$ cat src/design/ima_pkg.sv
// Shared types and constants for the interval motif affinity block.
// Holds the controller state encoding, the command and status bundles and fixed widths.
// No dependencies.
package ima_pkg;

    // Fixed field widths
    localparam int IVL_W     = 8;
    localparam int S_TDATA_W = 8;
    localparam int SCORE_W   = 11;
    localparam int M_TDATA_W = 16;
    localparam int PAIR_W    = 5;

    // Scoring constants: points are twentieths, scores are 1/1200 units
    localparam int SIGN_PTS  = 14;
    localparam int EQUAL_PTS = 6;
    localparam int NEAR_PTS  = 3;
    localparam int MIN_LEN   = 3;
    localparam int SCALE_NUM = 60;
    localparam int SCORE_MAX = 1200;

    // Item kind carried on tuser
    localparam logic FUNC_SUBJECT = 1'b0;
    localparam logic FUNC_TOCCATA = 1'b1;

    typedef enum logic [1:0] {
        ST_IDLE,
        ST_SCORE,
        ST_REDUCE,
        ST_EMIT
    } ctrl_state_t;

    typedef struct packed {
        logic exec;
        logic score;
        logic reduce;
        logic emit;
    } ctrl_cmd_t;

    typedef struct packed {
        logic out_busy;
    } dp_status_t;

endpackage

$ cat src/design/ima_ctrl.sv
// Sequencer for the interval motif affinity block.
// Steps each beat through execute, score and, on the last beat, reduce and emit.
// Depends on ima_pkg.
module ima_ctrl #(
    parameter int SUBJECT_HEAD = 8
) (
    input  logic                 aclk,
    input  logic                 aresetn,
    input  logic                 in_valid_i,
    input  logic                 in_last_i,
    output logic                 in_ready_o,
    input  ima_pkg::dp_status_t  status_i,
    output ima_pkg::ctrl_cmd_t   cmd_o
);

    localparam int RCNT_W = (SUBJECT_HEAD > 1) ? $clog2(SUBJECT_HEAD) : 1;

    ima_pkg::ctrl_state_t state_reg, state_next;
    logic [RCNT_W-1:0]    rcnt_reg, rcnt_next;
    logic                 last_reg, last_next;
    logic                 accept;
    logic                 reduce_done;

    assign accept      = in_valid_i && in_ready_o;
    assign reduce_done = (rcnt_reg == RCNT_W'(SUBJECT_HEAD - 1));

    always_comb begin
        state_next = state_reg;
        unique case (state_reg)
            ima_pkg::ST_IDLE: begin
                if (in_valid_i) begin
                    state_next = ima_pkg::ST_SCORE;
                end
            end
            ima_pkg::ST_SCORE: begin
                state_next = last_reg ? ima_pkg::ST_REDUCE : ima_pkg::ST_IDLE;
            end
            ima_pkg::ST_REDUCE: begin
                if (reduce_done) begin
                    state_next = ima_pkg::ST_EMIT;
                end
            end
            ima_pkg::ST_EMIT: begin
                if (!status_i.out_busy) begin
                    state_next = ima_pkg::ST_IDLE;
                end
            end
            default: state_next = ima_pkg::ST_IDLE;
        endcase
    end

    always_comb begin
        in_ready_o    = 1'b0;
        cmd_o         = '0;
        unique case (state_reg)
            ima_pkg::ST_IDLE: begin
                in_ready_o = 1'b1;
                cmd_o.exec = in_valid_i;
            end
            ima_pkg::ST_SCORE:  cmd_o.score  = 1'b1;
            ima_pkg::ST_REDUCE: cmd_o.reduce = 1'b1;
            ima_pkg::ST_EMIT:   cmd_o.emit   = !status_i.out_busy;
            default: begin
                in_ready_o = 1'b0;
            end
        endcase
    end

    always_comb begin
        last_next = accept ? in_last_i : last_reg;
        rcnt_next = (state_reg == ima_pkg::ST_REDUCE) ? rcnt_reg + RCNT_W'(1) : '0;
    end

    always_ff @(posedge aclk) begin
        if (!aresetn) begin
            state_reg <= ima_pkg::ST_IDLE;
            rcnt_reg  <= '0;
            last_reg  <= 1'b0;
        end else begin
            state_reg <= state_next;
            rcnt_reg  <= rcnt_next;
            last_reg  <= last_next;
        end
    end

endmodule

$ cat src/design/ima_dp.sv
// Datapath of the interval motif affinity block: subject store, diagonal
// window sums, per-position best scores, final reduction and result register.
// Depends on ima_pkg.
module ima_dp #(
    parameter int SUBJECT_HEAD = 8,
    parameter int MAX_TOCCATA  = 64,
    parameter int MAX_WINDOW   = 6
) (
    input  logic                                aclk,
    input  logic                                aresetn,
    input  ima_pkg::ctrl_cmd_t                  cmd_i,
    output ima_pkg::dp_status_t                 status_o,
    input  logic                                in_func_i,
    input  logic signed [ima_pkg::IVL_W-1:0]    in_interval_i,
    input  logic                                out_ready_i,
    output logic                                out_valid_o,
    output logic [ima_pkg::SCORE_W-1:0]         out_score_o,
    output logic                                out_short_o,
    output logic                                out_trunc_o
);

    localparam int IVL_W   = ima_pkg::IVL_W;
    localparam int SCORE_W = ima_pkg::SCORE_W;
    localparam int PAIR_W  = ima_pkg::PAIR_W;
    localparam int MIN_LEN = ima_pkg::MIN_LEN;
    localparam int NUM_LEN = MAX_WINDOW - MIN_LEN + 1;
    localparam int SCNT_W  = $clog2(SUBJECT_HEAD + 1);
    localparam int SIDX_W  = $clog2(SUBJECT_HEAD);
    localparam int TCNT_W  = $clog2(MAX_TOCCATA + 1);
    localparam int DIAG_W  =
        $clog2((ima_pkg::SIGN_PTS + ima_pkg::EQUAL_PTS) * MAX_WINDOW + 1);

    function automatic logic [PAIR_W-1:0] pair_score(
        input logic signed [IVL_W-1:0] s,
        input logic signed [IVL_W:0]   t
    );
        logic signed [IVL_W:0] s_x;
        logic [IVL_W:0]        mag_s;
        logic [IVL_W:0]        mag_t;
        logic [IVL_W:0]        diff;
        logic [1:0]            sgn_s;
        logic [1:0]            sgn_t;
        logic [PAIR_W-1:0]     sc;
        s_x   = (IVL_W + 1)'(s);
        mag_s = s_x[IVL_W] ? $unsigned(-s_x) : $unsigned(s_x);
        mag_t = t[IVL_W] ? $unsigned(-t) : $unsigned(t);
        diff  = (mag_s >= mag_t) ? mag_s - mag_t : mag_t - mag_s;
        // sign class: negative, zero or positive
        sgn_s = {s_x[IVL_W], s_x == '0};
        sgn_t = {t[IVL_W], t == '0};
        sc    = '0;
        if (sgn_s == sgn_t) begin
            sc = PAIR_W'(ima_pkg::SIGN_PTS);
        end
        if (diff == '0) begin
            sc = sc + PAIR_W'(ima_pkg::EQUAL_PTS);
        end else if (diff == (IVL_W + 1)'(1)) begin
            sc = sc + PAIR_W'(ima_pkg::NEAR_PTS);
        end
        return sc;
    endfunction

    logic signed [IVL_W-1:0] subj_reg  [SUBJECT_HEAD];
    logic signed [IVL_W-1:0] subj_next [SUBJECT_HEAD];
    logic [SCNT_W-1:0]       subj_cnt_reg, subj_cnt_next;
    logic [TCNT_W-1:0]       toc_cnt_reg, toc_cnt_next;
    logic                    ovf_reg, ovf_next;
    logic [DIAG_W-1:0]       diag_reg  [MAX_WINDOW][2][SUBJECT_HEAD];
    logic [DIAG_W-1:0]       diag_next [MAX_WINDOW][2][SUBJECT_HEAD];
    logic [SCORE_W-1:0]      best_e_reg  [SUBJECT_HEAD];
    logic [SCORE_W-1:0]      best_e_next [SUBJECT_HEAD];
    logic [SCORE_W-1:0]      best_reg, best_next;
    logic                    out_valid_reg, out_valid_next;
    logic [SCORE_W-1:0]      out_score_reg, out_score_next;
    logic                    out_short_reg, out_short_next;
    logic                    out_trunc_reg, out_trunc_next;

    logic [PAIR_W-1:0]       pair_w [2][SUBJECT_HEAD];
    logic [SCORE_W-1:0]      avg_w  [NUM_LEN][2][SUBJECT_HEAD];
    logic signed [IVL_W:0]   t_pos;
    logic signed [IVL_W:0]   t_neg;
    logic                    is_toccata;
    logic                    take_subject;
    logic                    take_toccata;
    logic                    drop_toccata;
    logic                    short_job;

    assign is_toccata   = (in_func_i == ima_pkg::FUNC_TOCCATA);
    assign take_subject = cmd_i.exec && !is_toccata && (toc_cnt_reg == '0) &&
                          (subj_cnt_reg < SCNT_W'(SUBJECT_HEAD));
    assign take_toccata = cmd_i.exec && is_toccata &&
                          (toc_cnt_reg < TCNT_W'(MAX_TOCCATA));
    assign drop_toccata = cmd_i.exec && is_toccata &&
                          (toc_cnt_reg >= TCNT_W'(MAX_TOCCATA));
    assign short_job    = (subj_cnt_reg < SCNT_W'(MIN_LEN)) ||
                          (toc_cnt_reg < TCNT_W'(MIN_LEN));

    // Pair scores of the incoming interval and its negation against every kept subject
    always_comb begin
        t_pos = (IVL_W + 1)'(in_interval_i);
        t_neg = -t_pos;
        for (int e = 0; e < SUBJECT_HEAD; e++) begin
            if (SCNT_W'(e) < subj_cnt_reg) begin
                pair_w[0][e] = pair_score(subj_reg[e], t_pos);
                pair_w[1][e] = pair_score(subj_reg[e], t_neg);
            end else begin
                pair_w[0][e] = '0;
                pair_w[1][e] = '0;
            end
        end
    end

    // Diagonal k ending at subject e: new pair score plus diagonal k-1 ending at e-1
    always_comb begin
        diag_next = diag_reg;
        if (take_toccata) begin
            for (int k = 0; k < MAX_WINDOW; k++) begin
                for (int v = 0; v < 2; v++) begin
                    for (int e = 0; e < SUBJECT_HEAD; e++) begin
                        if (k == 0 || e == 0) begin
                            diag_next[k][v][e] = DIAG_W'(pair_w[v][e]);
                        end else begin
                            diag_next[k][v][e] = diag_reg[k-1][v][e-1] +
                                                 DIAG_W'(pair_w[v][e]);
                        end
                    end
                end
            end
        end
    end

    // Scaled window averages, zero where the window does not exist yet
    for (genvar gl = MIN_LEN; gl <= MAX_WINDOW; gl++) begin : g_len
        localparam int SCALE = ima_pkg::SCALE_NUM / gl;
        for (genvar gv = 0; gv < 2; gv++) begin : g_sign
            for (genvar ge = 0; ge < SUBJECT_HEAD; ge++) begin : g_pos
                if (ge >= gl - 1) begin : g_live
                    assign avg_w[gl-MIN_LEN][gv][ge] =
                        ((toc_cnt_reg >= TCNT_W'(gl)) && (subj_cnt_reg > SCNT_W'(ge))) ?
                        SCORE_W'(SCORE_W'(diag_reg[gl-1][gv][ge]) * SCORE_W'(SCALE)) :
                        '0;
                end else begin : g_none
                    assign avg_w[gl-MIN_LEN][gv][ge] = '0;
                end
            end
        end
    end

    always_comb begin
        logic [SCORE_W-1:0] run_max;
        best_e_next = best_e_reg;
        best_next   = best_reg;
        run_max     = '0;
        if (cmd_i.emit) begin
            for (int e = 0; e < SUBJECT_HEAD; e++) begin
                best_e_next[e] = '0;
            end
            best_next = '0;
        end else if (cmd_i.score) begin
            for (int e = 0; e < SUBJECT_HEAD; e++) begin
                run_max = best_e_reg[e];
                for (int l = 0; l < NUM_LEN; l++) begin
                    for (int v = 0; v < 2; v++) begin
                        if (avg_w[l][v][e] > run_max) begin
                            run_max = avg_w[l][v][e];
                        end
                    end
                end
                best_e_next[e] = run_max;
            end
        end else if (cmd_i.reduce) begin
            // shift the per-position bests past a single compare
            for (int e = 0; e < SUBJECT_HEAD - 1; e++) begin
                best_e_next[e] = best_e_reg[e+1];
            end
            best_e_next[SUBJECT_HEAD-1] = '0;
            if (best_e_reg[0] > best_reg) begin
                best_next = best_e_reg[0];
            end
        end
    end

    always_comb begin
        subj_next     = subj_reg;
        subj_cnt_next = subj_cnt_reg;
        toc_cnt_next  = toc_cnt_reg;
        ovf_next      = ovf_reg;
        if (cmd_i.emit) begin
            subj_cnt_next = '0;
            toc_cnt_next  = '0;
            ovf_next      = 1'b0;
        end else begin
            if (take_subject) begin
                subj_next[subj_cnt_reg[SIDX_W-1:0]] = in_interval_i;
                subj_cnt_next = subj_cnt_reg + SCNT_W'(1);
            end
            if (take_toccata) begin
                toc_cnt_next = toc_cnt_reg + TCNT_W'(1);
            end
            if (drop_toccata) begin
                ovf_next = 1'b1;
            end
        end
    end

    always_comb begin
        out_score_next = out_score_reg;
        out_short_next = out_short_reg;
        out_trunc_next = out_trunc_reg;
        out_valid_next = out_valid_reg && !out_ready_i;
        if (cmd_i.emit) begin
            out_valid_next = 1'b1;
            out_score_next = short_job ? '0 : best_reg;
            out_short_next = short_job;
            out_trunc_next = ovf_reg;
        end
    end

    always_ff @(posedge aclk) begin
        subj_reg      <= subj_next;
        diag_reg      <= diag_next;
        out_score_reg <= out_score_next;
        out_short_reg <= out_short_next;
        out_trunc_reg <= out_trunc_next;
    end

    always_ff @(posedge aclk) begin
        if (!aresetn) begin
            subj_cnt_reg  <= '0;
            toc_cnt_reg   <= '0;
            ovf_reg       <= 1'b0;
            best_reg      <= '0;
            out_valid_reg <= 1'b0;
            for (int e = 0; e < SUBJECT_HEAD; e++) begin
                best_e_reg[e] <= '0;
            end
        end else begin
            subj_cnt_reg  <= subj_cnt_next;
            toc_cnt_reg   <= toc_cnt_next;
            ovf_reg       <= ovf_next;
            best_reg      <= best_next;
            out_valid_reg <= out_valid_next;
            best_e_reg    <= best_e_next;
        end
    end

    assign status_o.out_busy = out_valid_reg && !out_ready_i;
    assign out_valid_o       = out_valid_reg;
    assign out_score_o       = out_score_reg;
    assign out_short_o       = out_short_reg;
    assign out_trunc_o       = out_trunc_reg;

    a_short_zero: assert property (@(posedge aclk) disable iff (!aresetn)
        (out_valid_reg && out_short_reg) |-> (out_score_reg == '0))
        else $error("short job reported a nonzero score");

    a_score_range: assert property (@(posedge aclk) disable iff (!aresetn)
        out_valid_reg |-> (out_score_reg <= SCORE_W'(ima_pkg::SCORE_MAX)))
        else $error("score above full scale");

    a_count_bound: assert property (@(posedge aclk) disable iff (!aresetn)
        (toc_cnt_reg <= TCNT_W'(MAX_TOCCATA)) && (subj_cnt_reg <= SCNT_W'(SUBJECT_HEAD)))
        else $error("item count beyond capacity");

    a_emit_clears: assert property (@(posedge aclk) disable iff (!aresetn)
        cmd_i.emit |=> (toc_cnt_reg == '0) && (subj_cnt_reg == '0) && (best_reg == '0))
        else $error("job state not cleared after result");

    a_subject_frozen: assert property (@(posedge aclk) disable iff (!aresetn)
        ((toc_cnt_reg != '0) && !cmd_i.emit) |=> $stable(subj_cnt_reg))
        else $error("subject stored after toccata started");

endmodule

$ cat src/design/interval_motif_affinity.sv
// Interval motif affinity: top level joining the sequencer and the datapath.
// Order: a non-last beat is scored in the cycle after acceptance; a last beat then passes
//   through the reduce and emit states before its result shows on m_tvalid.
// Pacing: beats are taken only from idle, after the previous beat is scored; the last
//   beat adds a reduce step per subject position, then an emit held while a result waits.
// Reset: aresetn low at a clock edge clears counts, flags, best scores and the result valid.
module interval_motif_affinity #(
    parameter int SUBJECT_HEAD = 8,
    parameter int MAX_TOCCATA  = 64,
    parameter int MAX_WINDOW   = 6
) (
    input  logic                            aclk,
    input  logic                            aresetn,
    // input beats
    input  logic                            s_tvalid,
    output logic                            s_tready,
    input  logic [ima_pkg::S_TDATA_W-1:0]   s_tdata,   // [7:0] interval (signed)
    input  logic                            s_tuser,   // [0] func: 0 subject, 1 toccata
    input  logic                            s_tlast,   // closes the job
    // result beats
    output logic                            m_tvalid,
    input  logic                            m_tready,
    output logic [ima_pkg::M_TDATA_W-1:0]   m_tdata    // [10:0] score, [11] too_short,
                                                       // [12] toccata_truncated, [15:13] zero
);

    localparam int SCORE_W = ima_pkg::SCORE_W;

    ima_pkg::ctrl_cmd_t  cmd;
    ima_pkg::dp_status_t status;

    logic [SCORE_W-1:0]  score;
    logic                too_short;
    logic                truncated;

    // Sequencer: accepts a beat only from idle; holds the job through reduce and emit.
    ima_ctrl #(
        .SUBJECT_HEAD (SUBJECT_HEAD)
    ) u_ctrl (
        .aclk       (aclk),
        .aresetn    (aresetn),
        .in_valid_i (s_tvalid),
        .in_last_i  (s_tlast),
        .in_ready_o (s_tready),
        .status_i   (status),
        .cmd_o      (cmd)
    );

    // Datapath: consumes the input payload on the accept cycle itself, so no
    // input register is needed; the result register lets a new job start while
    // the previous result still waits on m_tready.
    ima_dp #(
        .SUBJECT_HEAD (SUBJECT_HEAD),
        .MAX_TOCCATA  (MAX_TOCCATA),
        .MAX_WINDOW   (MAX_WINDOW)
    ) u_dp (
        .aclk          (aclk),
        .aresetn       (aresetn),
        .cmd_i         (cmd),
        .status_o      (status),
        .in_func_i     (s_tuser),
        .in_interval_i ($signed(s_tdata[ima_pkg::IVL_W-1:0])),
        .out_ready_i   (m_tready),
        .out_valid_o   (m_tvalid),
        .out_score_o   (score),
        .out_short_o   (too_short),
        .out_trunc_o   (truncated)
    );

    // Pack the result beat, lowest field first, zero-filled to whole bytes.
    assign m_tdata = {(ima_pkg::M_TDATA_W - SCORE_W - 2)'(0), truncated, too_short, score};

endmodule
$ cat config.mk
export PLATFORM = sky130hd
export DESIGN_NAME = interval_motif_affinity
export DESIGN_NICKNAME = d
export VERILOG_FILES = /design/src/design/ima_pkg.sv /design/src/design/ima_ctrl.sv /design/src/design/ima_dp.sv /design/src/design/interval_motif_affinity.sv
export SDC_FILE = /design/constraint.sdc
export NUM_CORES = 2
export LEC_CHECK = 0
export BUFFER_PORTS_ARGS = -buffer_cell sky130_fd_sc_hd__buf_2
export CORE_MARGIN = 5
export CORE_UTILIZATION = 60
export CTS_BUF_LIST = sky130_fd_sc_hd__clkbuf_2 sky130_fd_sc_hd__clkbuf_4 sky130_fd_sc_hd__clkbuf_8
export CTS_CLUSTER_SIZE = 20
export DETAILED_ROUTE_END_ITERATION = 10
export GPL_TIMING_DRIVEN = 0
export PLACE_DENSITY = 0.82
export SLEW_MARGIN = 20
export SYNTH_ARGS = -nofsm -noshare
export SYNTH_HDL_FRONTEND = slang
export SYNTH_SLANG_ARGS = --single-unit
export TNS_END_PERCENT = 5
$ cat constraint.sdc
create_clock -name aclk -period 32.2 [get_ports aclk]
set_input_delay 6.44 -clock aclk [delete_from_list [all_inputs] [get_ports aclk]]
set_output_delay 6.44 -clock aclk [all_outputs]
set_load 0.05 [all_outputs]
==> run metrics <==
IO Port Bufs=27; post-CTS repair timing setup buffer count=0; f_max=around 0.043 GHz; Async SR Flop Fraction=0%; WS Path Type=reg -> reg; most used cell, CP=ha_1; Setup Viol. Count Final=0; Final Critical Period=23.30 ns; Crit. End Element=flop; # IOs=32; Post-synth EDFFs=approximately 460; startpoint types=flop; delay-heaviest family, CP=compound AO/OA/AOI/OAI gates; first-pass iteration count of the detailed router=8; Max-slew headroom=16.6%; synth-to-layout area growth=7.36%; Routed WL per cell=24.1 microns; Clock Path Buffers=3; GR Util All Layers=between 30 and 40%; via count=61.3k; clock transition at the registers of the reported paths=0.07 ns; post-layout net count=slightly below 10k; FF+latch area=16200 sq um; Area contributors post-synth=ha_1 (23%), edfxtp_1 (20%), fa_1 (6.1%), inv_1 (4.4%), a21oi_1 (4.3%); Residual DRC=0; first-pass GRT wire length=351 mm; Largest register FFs=~380; Fin Hold WS=0.431 ns; Largest stage delay, worst path=0.92 ns; Mapped Cells=7901; Worst EP arrival=23.96 ns; max-cap check violation count=0; post-CTS sizing=0; syn avg cell area=8.93 sq um; status=complete, no violations; H-tree depth=3; TNS Setup=0 ns; VDD IR max=between 0.00009 and 0.0001 V; Worst Path Required=32.86 ns; fin crit share=72.4%; most frequent cell after synthesis=ha_1; post-synthesis register bit count=579; Core Area=approximately 120000 sq um; RSZ-0062 raised after global routing=false; Synth Warn #=0; final WL=234 mm; Hold Buf Count CTS=0; CTS tree=built; cell area after synthesis=slightly above 70000 sq um; sequential area share after synthesis=approximately 23%; dpl hpwl=192 mm; initial core utilization=60.5%; # rows=125; Commonest cells post-synth=ha_1 (1292), inv_1 (826), a21oi_1 (610), nor2_1 (588), nand2_1 (499); antenna-violating nets left=0; Buf/Inv on CP=13; pin count of the biggest net entering global routing=32; Hold Vio Cnt, Final=0; initial antenna violation count=12; clock root buffer=clkbuf_8; top_reg_cell synth=edfxtp_1; die width=roughly 350 microns; Skew-Pair Late Insertion Delay=0.83 ns; DR vias/cell=6.31; Die Area=between 100000 and 150000 sq um; global placer's final weighted congestion=1.02; Max Slew Vio Count=0; CP Max Fanout=12; Power Density=between 60 and 70 nW/um^2; Worst Skew=0.0579 ns; height of the die=about 350 microns; hold crit path type=reg -> reg; Yosys top cell by area=ha_1; cts bufs inserted=just over 100; Crit-path slowest cell=clkbuf_1; Multi-input gate area=50700 sq um; P_leak=0.0358 uW; clock sinks=579; vias in the first global route=just over 60k; fillers=about 9.6k; Yosys cell types=about 110; layout cells sized above 1=5.48%; Slew @ Worst Pin=1.25 ns; total grt overflow=0; number of DRC markers in iteration 0=5244; total power=4550 uW; post-synth top area share=22.9%
-- placed cells by master, fill, tap and decap left out, drive strengths merged, types with 292 or more instances in the layout --
cell    instances
inv           830
a21o          354
ha           1292
o21ai         357
nand2         500
nor2          590
clkbuf        292
a21oi         615
edfxtp        461
xnor2         334
-- cell families after synthesis --
kind of cell,after synthesis,share of synthesized area [%]
AO/OA/AOI/OAI,1975,18.1
XOR/XNOR,509,6.32
adder cells (fa/ha/maj),1508,29.1
buffers and inverters,1023,5.51
flip-flops,579,23.0
multiplexers,261,3.91
other,1,0.00532
AND/OR/NAND/NOR,2045,14.1
-- worst reg2reg max path, delay by kind of cell, from the launching register on --
family / cells / cell delay, ns
compound gates: 35 / 10.61
fa+ha+maj: 9 / 2.37
buf+inv: 13 / 4.56
flops: 1 / 0.48
mux: 2 / 0.93
simple gates: 23 / 4.21
-- layout make-up --
cell class	count	share of cell area, %
diodes	12	0.0397
multi-input cells	6317	67.0
flip-flops and latches	579	21.4
plain buffers	196	1.03
clock buffers	135	2.27
well taps	1524	2.52
clock inverters	55	0.696
inverters	827	4.10
repair buffers	67	0.945
-- path summary, 6_finish.rpt --
kind / start / to / slack (ns) / cells past startpoint
setup / recovery: u_dp.toc_cnt_reg[0]$_SDFFE_PP0P_ / u_dp.best_e_reg[28]$_SDFFE_PP0P_ / 8.90 / 82
hold / removal: u_ctrl.rcnt_reg[0]$_SDFF_PN0_ / u_ctrl.rcnt_reg[0]$_SDFF_PN0_ / 0.43 / 1
setup reg to reg: u_dp.toc_cnt_reg[0]$_SDFFE_PP0P_ / u_dp.best_e_reg[28]$_SDFFE_PP0P_ / 8.90 / 82
hold reg to reg: u_ctrl.rcnt_reg[0]$_SDFF_PN0_ / u_ctrl.rcnt_reg[0]$_SDFF_PN0_ / 0.43 / 1
-- report_power, final --
part	switching, uW	internal (uW)
Sequential	49.5	845
Clock	356	411
Combinational	1820	1070
Total	2220	2330
-- metrics by stage --
stage	worst slack, ns	std cells	cell area, sq um	utilization [%]
floorplan	7.67	7919	70600	-
global placement	0.761	9470	72600	62.3
detailed placement	9.29	9508	73400	63.0
CTS	9.24	9698	75600	64.9
global route	7.64	9706	75700	65.0
finish	8.90	9712	75700	65.0
-- routing by layer --
layer / global-route usage, % / share of wire (%) / up-vias
li1: - / - / 28600
met1: 44.9 / 39 / 29200
met3: 6.17 / 8.0 / 785
met5: 0 / 0.0090 / -
met4: 23.2 / 7.9 / 4
met2: 59.8 / 45 / 2665
Note: power is estimated with default switching activity, not from simulation.
